**config.mk**
```make
export PLATFORM = sky130hd
export DESIGN_NAME = lisp_source_tokenizer
export DESIGN_NICKNAME = d
export VERILOG_FILES = /design/src/sv/lst_pkg.sv /design/src/sv/lisp_source_tokenizer.sv
export SDC_FILE = /design/constraint.sdc
export NUM_CORES = 1
export LEC_CHECK = 0
export BUFFER_PORTS_ARGS = -buffer_cell sky130_fd_sc_hd__buf_2
export CAP_MARGIN = 25
export CELL_PAD_IN_SITES_DETAIL_PLACEMENT = 0
export CELL_PAD_IN_SITES_GLOBAL_PLACEMENT = 1
export CORE_MARGIN = 2
export CORE_UTILIZATION = 51
export CTS_BUF_LIST = sky130_fd_sc_hd__clkbuf_8
export CTS_CLUSTER_SIZE = 28
export DETAILED_ROUTE_END_ITERATION = 10
export GPL_ROUTABILITY_DRIVEN = 0
export GPL_TIMING_DRIVEN = 0
export PLACE_DENSITY_LB_ADDON = 0.1
export SYNTH_ARGS = -nofsm -noshare
export SYNTH_HDL_FRONTEND = slang
export SYNTH_SLANG_ARGS = --single-unit
export TNS_END_PERCENT = 30
```
**constraint.sdc**
```tcl
create_clock -name clk -period 7.9 [get_ports clk]
set_input_delay 1.58 -clock clk [delete_from_list [all_inputs] [get_ports clk]]
set_output_delay 1.58 -clock clk [all_outputs]
set_load 0.1 [all_outputs]
```
**src/sv/lst_pkg.sv**
```systemverilog
// Shared types, codes and character-class helpers for the Lisp source tokenizer.
// No dependencies.
package lst_pkg;

  typedef enum logic [3:0] {
    M_IDLE      = 4'd0,
    M_HALT      = 4'd1,
    M_NUM       = 4'd2,
    M_DASH      = 4'd3,
    M_IDENT     = 4'd4,
    M_STR       = 4'd5,
    M_COMMENT   = 4'd6,
    M_HASH      = 4'd7,
    M_CHAR_BS   = 4'd8,
    M_CHAR_VAL  = 4'd9,
    M_LANG      = 4'd10,
    M_LANG_TAIL = 4'd11
  } mode_t;

  localparam logic [2:0] K_LANG    = 3'd0;
  localparam logic [2:0] K_COMMENT = 3'd1;
  localparam logic [2:0] K_PUNCT   = 3'd2;
  localparam logic [2:0] K_NUMBER  = 3'd3;
  localparam logic [2:0] K_STRING  = 3'd4;
  localparam logic [2:0] K_CHAR    = 3'd5;
  localparam logic [2:0] K_BOOL    = 3'd6;
  localparam logic [2:0] K_IDENT   = 3'd7;

  localparam logic [2:0] F_NONE     = 3'd0;
  localparam logic [2:0] F_BAD_CHAR = 3'd1;
  localparam logic [2:0] F_BAD_HASH = 3'd2;
  localparam logic [2:0] F_TWO_DOTS = 3'd3;
  localparam logic [2:0] F_OPEN_STR = 3'd4;

  localparam logic [3:0] LANG_LAST = 4'd10;

  typedef struct packed {
    mode_t      mode;
    logic [7:0] held_char;
    logic       held_valid;
    logic       held_is_first;
    logic       dot_seen;
    logic [3:0] match_pos;
  } tok_state_t;

  typedef struct packed {
    logic [2:0] kind;
    logic [7:0] value_char;
    logic       first;
    logic       last;
    logic       empty_res;
    logic [2:0] fault;
  } res_t;

  function automatic res_t mk_res(input logic [2:0] kind, input logic [7:0] v,
                                  input logic f, input logic l, input logic e,
                                  input logic [2:0] flt);
    res_t r;
    r.kind       = kind;
    r.value_char = v;
    r.first      = f;
    r.last       = l;
    r.empty_res  = e;
    r.fault      = flt;
    return r;
  endfunction

  function automatic logic is_digit(input logic [7:0] c);
    return (c >= "0") && (c <= "9");
  endfunction

  function automatic logic is_alpha(input logic [7:0] c);
    return ((c >= "a") && (c <= "z")) || ((c >= "A") && (c <= "Z"));
  endfunction

  function automatic logic is_ident(input logic [7:0] c);
    return is_alpha(c) || (c == "+") || (c == "-") || (c == "*") || (c == "/") ||
           (c == "!");
  endfunction

  // "lang racket", indexed by match position
  function automatic logic [7:0] lang_char(input logic [3:0] idx);
    logic [7:0] r;
    case (idx)
      4'd0:    r = "l";
      4'd1:    r = "a";
      4'd2:    r = "n";
      4'd3:    r = "g";
      4'd4:    r = " ";
      4'd5:    r = "r";
      4'd6:    r = "a";
      4'd7:    r = "c";
      4'd8:    r = "k";
      4'd9:    r = "e";
      4'd10:   r = "t";
      default: r = 8'd0;
    endcase
    return r;
  endfunction

endpackage

```
**src/sv/lisp_source_tokenizer.sv**
```systemverilog
// Lisp source tokenizer top level: scanner state, step logic and result queue.
// Depends on lst_pkg.
// Results of an accepted character are registered into the result queue.
// Throughput: one character per cycle while in_stall is low; a character can give two
// results, absorbed by a four-entry result queue (in_stall while it holds > 2).
// Reset (synchronous): scanner returns to idle, held state cleared, queue emptied.
module lisp_source_tokenizer (
  input  logic                clk,
  input  logic                rst,
  input  logic                in_valid,
  output logic                in_stall,
  input  logic [7:0]          ch,
  input  logic                line_end,
  output logic                out_valid,
  input  logic                out_stall,
  output logic [2:0]          kind,
  output logic [7:0]          value_char,
  output logic                first,
  output logic                last,
  output logic                empty_res,
  output logic [2:0]          fault
);
  import lst_pkg::*;

  tok_state_t st, st_next;
  res_t       res [2];
  logic [1:0] n_res;
  logic       do_idle, do_ident, acc, pop;

  res_t       fifo [4];
  logic [1:0] wr_ptr, rd_ptr;
  logic [2:0] count;

  assign in_stall  = (count > 3'd2);
  assign acc       = in_valid && !in_stall;
  assign out_valid = (count != 3'd0);
  assign pop       = out_valid && !out_stall;

  always_comb begin
    st_next  = st;
    res[0]   = '0;
    res[1]   = '0;
    n_res    = 2'd0;
    do_idle  = 1'b0;
    do_ident = 1'b0;
    if (acc) begin
      unique case (st.mode)
        M_HALT: ;
        M_IDLE: do_idle = 1'b1;
        M_NUM: begin
          if (is_digit(ch) || ch == ".") begin
            if (ch == "." && st.dot_seen) begin
              st_next.mode = M_HALT;
              res[n_res[0]] = mk_res(K_LANG, 8'd0, 1'b0, 1'b0, 1'b0, F_TWO_DOTS);
              n_res = n_res + 2'd1;
            end else begin
              if (ch == ".") st_next.dot_seen = 1'b1;
              res[n_res[0]] = mk_res(K_NUMBER, st.held_char, st.held_is_first, 1'b0,
                                     1'b0, F_NONE);
              n_res = n_res + 2'd1;
              st_next.held_is_first = 1'b0;
              if (line_end) begin
                res[n_res[0]] = mk_res(K_NUMBER, ch, 1'b0, 1'b1, 1'b0, F_NONE);
                n_res = n_res + 2'd1;
                st_next.mode = M_IDLE;
              end else begin
                st_next.held_char = ch;
              end
            end
          end else begin
            res[n_res[0]] = mk_res(K_NUMBER, st.held_char, st.held_is_first, 1'b1,
                                   1'b0, F_NONE);
            n_res = n_res + 2'd1;
            st_next.mode = M_IDLE;
            do_idle = 1'b1;
          end
        end
        M_DASH: begin
          if (is_digit(ch)) begin
            res[n_res[0]] = mk_res(K_NUMBER, "-", 1'b1, 1'b0, 1'b0, F_NONE);
            n_res = n_res + 2'd1;
            if (line_end) begin
              res[n_res[0]] = mk_res(K_NUMBER, ch, 1'b0, 1'b1, 1'b0, F_NONE);
              n_res = n_res + 2'd1;
              st_next.mode = M_IDLE;
            end else begin
              st_next.mode          = M_NUM;
              st_next.held_char     = ch;
              st_next.held_valid    = 1'b1;
              st_next.held_is_first = 1'b0;
              st_next.dot_seen      = 1'b0;
            end
          end else begin
            st_next.mode          = M_IDENT;
            st_next.held_char     = "-";
            st_next.held_valid    = 1'b1;
            st_next.held_is_first = 1'b1;
            do_ident = 1'b1;
          end
        end
        M_IDENT: do_ident = 1'b1;
        M_STR: begin
          if (ch == "\"") begin
            if (st.held_valid)
              res[n_res[0]] = mk_res(K_STRING, st.held_char, st.held_is_first, 1'b1,
                                     1'b0, F_NONE);
            else
              res[n_res[0]] = mk_res(K_STRING, 8'd0, 1'b1, 1'b1, 1'b1, F_NONE);
            n_res = n_res + 2'd1;
            st_next.held_valid = 1'b0;
            st_next.mode       = M_IDLE;
          end else if (line_end) begin
            st_next.mode = M_HALT;
            res[n_res[0]] = mk_res(K_LANG, 8'd0, 1'b0, 1'b0, 1'b0, F_OPEN_STR);
            n_res = n_res + 2'd1;
          end else begin
            if (st.held_valid) begin
              res[n_res[0]] = mk_res(K_STRING, st.held_char, st.held_is_first, 1'b0,
                                     1'b0, F_NONE);
              n_res = n_res + 2'd1;
              st_next.held_is_first = 1'b0;
            end
            st_next.held_char  = ch;
            st_next.held_valid = 1'b1;
          end
        end
        M_COMMENT: begin
          res[n_res[0]] = mk_res(K_COMMENT, ch, st.held_is_first, line_end, 1'b0, F_NONE);
          n_res = n_res + 2'd1;
          st_next.held_is_first = 1'b0;
          if (line_end) st_next.mode = M_IDLE;
        end
        M_HASH: begin
          if (ch == "\\") begin
            if (line_end) begin
              st_next.mode = M_IDLE;
              res[n_res[0]] = mk_res(K_CHAR, 8'd0, 1'b1, 1'b1, 1'b1, F_NONE);
              n_res = n_res + 2'd1;
            end else begin
              st_next.mode = M_CHAR_BS;
            end
          end else if (ch == "t" || ch == "f") begin
            st_next.mode = M_IDLE;
            res[n_res[0]] = mk_res(K_BOOL, ch, 1'b1, 1'b1, 1'b0, F_NONE);
            n_res = n_res + 2'd1;
          end else if (ch == "l" && !line_end) begin
            st_next.mode      = M_LANG;
            st_next.match_pos = 4'd1;
          end else begin
            st_next.mode = M_HALT;
            res[n_res[0]] = mk_res(K_LANG, 8'd0, 1'b0, 1'b0, 1'b0, F_BAD_HASH);
            n_res = n_res + 2'd1;
          end
        end
        M_CHAR_BS: begin
          if (line_end) begin
            st_next.mode = M_IDLE;
            res[n_res[0]] = mk_res(K_CHAR, ch, 1'b1, 1'b1, 1'b0, F_NONE);
            n_res = n_res + 2'd1;
          end else begin
            st_next.held_char  = ch;
            st_next.held_valid = 1'b1;
            st_next.mode       = M_CHAR_VAL;
          end
        end
        M_CHAR_VAL: begin
          if (is_alpha(ch)) begin
            st_next.mode = M_HALT;
            res[n_res[0]] = mk_res(K_LANG, 8'd0, 1'b0, 1'b0, 1'b0, F_BAD_CHAR);
            n_res = n_res + 2'd1;
          end else begin
            res[n_res[0]] = mk_res(K_CHAR, st.held_char, 1'b1, 1'b1, 1'b0, F_NONE);
            n_res = n_res + 2'd1;
            st_next.mode = M_IDLE;
            do_idle = 1'b1;
          end
        end
        M_LANG: begin
          if (st.match_pos > LANG_LAST || ch != lang_char(st.match_pos) ||
              (st.match_pos != LANG_LAST && line_end)) begin
            st_next.mode = M_HALT;
            res[n_res[0]] = mk_res(K_LANG, 8'd0, 1'b0, 1'b0, 1'b0, F_BAD_HASH);
            n_res = n_res + 2'd1;
          end else if (st.match_pos == LANG_LAST) begin
            if (line_end) begin
              st_next.mode = M_IDLE;
              res[n_res[0]] = mk_res(K_LANG, 8'd0, 1'b1, 1'b1, 1'b1, F_NONE);
              n_res = n_res + 2'd1;
            end else begin
              st_next.mode = M_LANG_TAIL;
            end
          end else begin
            st_next.match_pos = st.match_pos + 4'd1;
          end
        end
        M_LANG_TAIL: begin
          st_next.mode = M_HALT;
          res[n_res[0]] = mk_res(K_LANG, 8'd0, 1'b0, 1'b0, 1'b0, F_BAD_HASH);
          n_res = n_res + 2'd1;
        end
        default: st_next.mode = M_IDLE;
      endcase

      if (do_ident) begin
        if (is_ident(ch)) begin
          res[n_res[0]] = mk_res(K_IDENT, st_next.held_char, st_next.held_is_first,
                                 1'b0, 1'b0, F_NONE);
          n_res = n_res + 2'd1;
          st_next.held_is_first = 1'b0;
          if (line_end) begin
            res[n_res[0]] = mk_res(K_IDENT, ch, 1'b0, 1'b1, 1'b0, F_NONE);
            n_res = n_res + 2'd1;
            st_next.mode = M_IDLE;
          end else begin
            st_next.held_char = ch;
          end
        end else begin
          res[n_res[0]] = mk_res(K_IDENT, st_next.held_char, st_next.held_is_first,
                                 1'b1, 1'b0, F_NONE);
          n_res = n_res + 2'd1;
          st_next.mode = M_IDLE;
          do_idle = 1'b1;
        end
      end

      if (do_idle) begin
        if (ch == " ") begin
        end else if (ch == "#") begin
          if (line_end) begin
            st_next.mode = M_HALT;
            res[n_res[0]] = mk_res(K_LANG, 8'd0, 1'b0, 1'b0, 1'b0, F_BAD_HASH);
            n_res = n_res + 2'd1;
          end else begin
            st_next.mode = M_HASH;
          end
        end else if (ch == ";") begin
          if (line_end) begin
            res[n_res[0]] = mk_res(K_COMMENT, 8'd0, 1'b1, 1'b1, 1'b1, F_NONE);
            n_res = n_res + 2'd1;
          end else begin
            st_next.mode          = M_COMMENT;
            st_next.held_is_first = 1'b1;
          end
        end else if (ch == "(" || ch == ")" || ch == "[" || ch == "]" || ch == "'" ||
                     ch == ".") begin
          res[n_res[0]] = mk_res(K_PUNCT, ch, 1'b1, 1'b1, 1'b0, F_NONE);
          n_res = n_res + 2'd1;
        end else if (is_digit(ch)) begin
          if (line_end) begin
            res[n_res[0]] = mk_res(K_NUMBER, ch, 1'b1, 1'b1, 1'b0, F_NONE);
            n_res = n_res + 2'd1;
          end else begin
            st_next.mode          = M_NUM;
            st_next.held_char     = ch;
            st_next.held_valid    = 1'b1;
            st_next.held_is_first = 1'b1;
            st_next.dot_seen      = 1'b0;
          end
        end else if (ch == "-") begin
          if (line_end) begin
            res[n_res[0]] = mk_res(K_IDENT, ch, 1'b1, 1'b1, 1'b0, F_NONE);
            n_res = n_res + 2'd1;
          end else begin
            st_next.mode = M_DASH;
          end
        end else if (ch == "\"") begin
          if (line_end) begin
            st_next.mode = M_HALT;
            res[n_res[0]] = mk_res(K_LANG, 8'd0, 1'b0, 1'b0, 1'b0, F_OPEN_STR);
            n_res = n_res + 2'd1;
          end else begin
            st_next.mode          = M_STR;
            st_next.held_valid    = 1'b0;
            st_next.held_is_first = 1'b1;
          end
        end else if (is_ident(ch)) begin
          if (line_end) begin
            res[n_res[0]] = mk_res(K_IDENT, ch, 1'b1, 1'b1, 1'b0, F_NONE);
            n_res = n_res + 2'd1;
          end else begin
            st_next.mode          = M_IDENT;
            st_next.held_char     = ch;
            st_next.held_valid    = 1'b1;
            st_next.held_is_first = 1'b1;
          end
        end
      end
    end
  end

  always_ff @(posedge clk) begin
    if (rst) begin
      st     <= '{mode: M_IDLE, default: '0};
      wr_ptr <= 2'd0;
      rd_ptr <= 2'd0;
      count  <= 3'd0;
    end else begin
      st     <= st_next;
      wr_ptr <= wr_ptr + n_res;
      rd_ptr <= rd_ptr + {1'b0, pop};
      count  <= count + {1'b0, n_res} - {2'b00, pop};
    end
  end

  // queue payload, no reset
  always_ff @(posedge clk) begin
    if (n_res != 2'd0) fifo[wr_ptr] <= res[0];
    if (n_res == 2'd2) fifo[wr_ptr + 2'd1] <= res[1];
  end

  assign kind       = fifo[rd_ptr].kind;
  assign value_char = fifo[rd_ptr].value_char;
  assign first      = fifo[rd_ptr].first;
  assign last       = fifo[rd_ptr].last;
  assign empty_res  = fifo[rd_ptr].empty_res;
  assign fault      = fifo[rd_ptr].fault;

endmodule

```
==> flow_summary_export.csv <==
group,metric,value,unit
sta,setup_violations,0,
cts,cts_setup_buffers,0,
floorplanning,die_y,122,µm
synthesis,syn_nets,759,
floorplanning,dieArea,14800,µm²
sta,fmaxAchievable,133,MHz
grt,grt.total_usage,30.8,%
sta,skew,0.0163,ns
worst_hold_path,min_to,"st[13]$_SDFFE_PP0P_",
synthesis,synth_edf_count,68,
outcome,status,"complete, no violations",
layout,stdcell_area,7680,µm²
drt,vias,6440,
sta,holdWs,0.487,ns
layout,drive_gt1_share,13.3,%
drt,firstDrtPassIters,7,
synthesis,async_reset_ff_share,0,%
synthesis,synth_area_leaders,"edfxtp_1, dfxtp_1, mux2i_1",
worst_hold_path,worstHoldPathType,"reg -> reg",
cts,max-clock-path-buffers,2,
grt,grt_pass1_wl,34500,µm
layout,fillers,1193,
cts,post_cts_resized,0,
power_and_ir_drop,power_density,234,nW/µm²
grt,grt_pass1_vias,6094,
sta,period_minus_slack,7.51,ns
floorplanning,core-area,13400,µm²
place,io_buffers,27,
layout,multi_input_area,3980,µm²
sta,slew_headroom,29.9,%
worst_hold_path,whs_path_depth,1,
layout,diodes,0,
cts,cts_root_buf,"clkbuf_8",
layout,post-route-util,57.3,%
power_and_ir_drop,static-leakage-power,2.91,nW
cts,h-tree-depth,3,
sta,setup_tns,0,ns
floorplanning,dieWidth,122,µm
sta,setup_ws,0.391,ns
setup_path,r2r-start,"st[16]$_SDFFE_PP0P_",
synthesis,yosysTopAreaCell,"edfxtp_1",
floorplanning,initial_core_util,52.7,%
worst_hold_path,min_from,"st[13]$_SDFFE_PP0P_",
cts,cts_tree,"done",
setup_path,r2r-end,"fifo[0][2]$_DFFE_PP_",
synthesis,yosys_most_used_dff,"edfxtp_1",
setup_path,path_cells,"clkbuf_1, clkbuf_1, nand4b_1, nor3_2, o211ai_1, or4_4, nor2b_1, ha_1, inv_1, nor3_1, o31ai_2, nor2_4, inv_2, clkbuf_1, ha_1, a31oi_1, o211ai_1, and3_1, or4_1, buf_4, buf_6, nand2_1",
sta,drv_slew,0,
grt,grt_overflow,0,
place,dpl_worst_slack,0.169,ns
setup_path,critPathRequiredTime,7.92,ns
cts,clk_pin_slew_worst_paths,0.10,ns
synthesis,netlist.area_leader.share,28.9,%
setup_path,worst-path-max-fanout,17,
synthesis,syn_avg_cell_area,9.64,µm²
layout,finalNetCount,799,
setup_path,crit_top_cell,"clkbuf_1",
setup_path,cp_data_arrival_time,7.53,ns
drt,antenna_left,0,
drt,drt-total-wl,22200,µm
synthesis,syn_area,7060,µm²
drt,wire_per_inst,23.3,µm
power_and_ir_drop,irDropWorstVdd,0.117,mV
sta,rsz0062_at_grt,"no",
synthesis,yosysWarnings,0,
setup_path,critical_path.top_delay_family,"simple AND/OR/NAND/NOR gates",
drt,drc_errors,0,
job,drv_cap,0,
sta,worst_slew_pin_slew,1.04,ns
synthesis,synth-seq-area-share,38.3,%
cts,ctsHoldBuffers,0,
drt,via_per_inst,6.76,
synthesis,synth_cells,732,
cts,clk_latency,0.39,ns
setup_path,rrSetupSlack,1.28,ns
drt,drt_iter0_drc,997,
setup_path,critPathSlowestCell,"nand2_1",
cts,numCtsBuffers,9,
floorplanning,io_pins,32,
place,place_area,7450,µm²
grt,grt_antenna_before_repair,0,
synthesis,synth_seq_cells,101,
setup_path,critPathLaunchType,"input port",
layout,seqCellArea,2700,µm²
sta,hold_violations,0,
sta,finalCritPeriodShare,95.1,%
setup_path,cp_num_buf_inv,7,
setup_path,crit_path_max_incr_delay,0.63,ns
grt,grt_max_degree,18,
setup_path,end_kind,"flip-flop",
floorplanning,rows,42,
place,dp_hpwl,16600,µm
synthesis,synth_cell_types,88,
setup_path,reg2reg_depth,21,
setup_path,path_class,"in -> reg",
layout,syn_to_final_growth,8.83,%
cts,cts_sinks,101,
==> sequential cells by signal, summed over array words and instances (netlist names), named ones only <==
name,flops
wr_ptr,2
rd_ptr,2
count,3
st,19
fifo,68
==> layout by cell type, fill, tap and decap left out, types with 4 or more instances in the layout <==
master,n
nor4_1,8
nor3_1,24
a211oi_1,4
o221ai_1,4
nand4_1,8
buf_1,7
a21o_1,8
o21ai_1,5
o21ai_0,41
clkbuf_8,10
a21oi_1,39
o31ai_1,13
inv_1,23
a32oi_1,5
nand2b_1,4
edfxtp_1,68
dfxtp_1,33
o211ai_1,8
a2bb2oi_1,4
nand3_1,26
o22ai_1,4
buf_6,5
or4_1,4
nor2_1,44
buf_2,34
mux4_2,17
ha_1,13
a31oi_1,15
xnor2_1,10
xor2_1,6
clkbuf_1,37
mux2i_1,52
nand2_1,44
nor2b_1,21
or3_1,8
or2_2,4
and2_1,16
a22o_1,6
and3_1,12
==> where the power goes <==
part           switching, W  internal, W
clock network      0.000191     0.000190
registers         0.0000180     0.000601
logic              0.000597     0.000200
==> per-layer routing <==
layer	wire length (µm)	share of wire, %	global-route usage [%]
met3	1730	7.8	6.13
met4	1090	4.9	13.1
met2	10300	47	50.8
met5	0	0	0
met1	9050	41	39.8
==> through the flow <==
stage,instances,power (W)
after CTS,953,0.00179
final,953,0.00180
after global routing,953,0.00187
after detailed placement,937,0.00142
after global placement,935,0.00140
after floorplan,732,0.00126
==> synthesized netlist by cell type, types with 4 or more instances <==
| library cell | n |
|---|---|
| a211oi_1 | 4 |
| a21o_1 | 8 |
| a21oi_1 | 40 |
| a22o_1 | 6 |
| a2bb2oi_1 | 4 |
| a31oi_1 | 15 |
| a32oi_1 | 5 |
| and2_1 | 16 |
| and3_1 | 12 |
| buf_1 | 7 |
| buf_2 | 7 |
| buf_6 | 5 |
| clkbuf_1 | 37 |
| dfxtp_1 | 33 |
| edfxtp_1 | 68 |
| ha_1 | 13 |
| inv_1 | 23 |
| mux2i_1 | 52 |
| mux4_2 | 17 |
| nand2_1 | 44 |
| nand2b_1 | 4 |
| nand3_1 | 26 |
| nand4_1 | 8 |
| nor2_1 | 44 |
| nor2b_1 | 21 |
| nor3_1 | 24 |
| nor4_1 | 8 |
| o211ai_1 | 8 |
| o21ai_0 | 41 |
| o21ai_1 | 5 |
| o221ai_1 | 4 |
| o22ai_1 | 4 |
| o31ai_1 | 13 |
| or2_2 | 4 |
| or3_1 | 8 |
| or4_1 | 4 |
| xnor2_1 | 10 |
| xor2_1 | 6 |
==> cell type report <==
type | count | area share (%)
multi-input cells | 546 | 51.9
flip-flops and latches | 101 | 35.2
plain buffers | 59 | 3.63
well taps | 176 | 2.87
repair buffers | 29 | 2.15
clock buffers | 10 | 1.79
inverters | 26 | 1.27
clock inverters | 6 | 1.21
==> worst max-delay path by stage <==
stage,start,end,slack [ns],cells after the start
floorplan,ch[7],fifo[3][0]$_SDFFCE_PP0P_,1.02,18
global placement,line_end,fifo[3][9]$_DFFE_PP_,-0.79,20
detailed placement,line_end,fifo[0][10]$_DFFE_PP_,0.17,22
CTS,line_end,fifo[0][12]$_DFFE_PP_,0.57,22
global route,line_end,fifo[0][12]$_DFFE_PP_,0.15,22
finish,ch[1],fifo[0][2]$_DFFE_PP_,0.39,22
==> kinds of logic after synthesis <==
| family | count (synthesis) | share of synthesized area [%] |
|---|---|---|
| buffers and inverters | 85 | 5.34 |
| adder cells (fa/ha/maj) | 14 | 2.59 |
| flip-flops | 101 | 38.3 |
| AND/OR/NAND/NOR | 249 | 19.8 |
| AO/OA/AOI/OAI | 198 | 19.2 |
| multiplexers | 69 | 12.8 |
| XOR/XNOR | 16 | 1.99 |
Note: power is estimated with default switching activity, not from simulation.
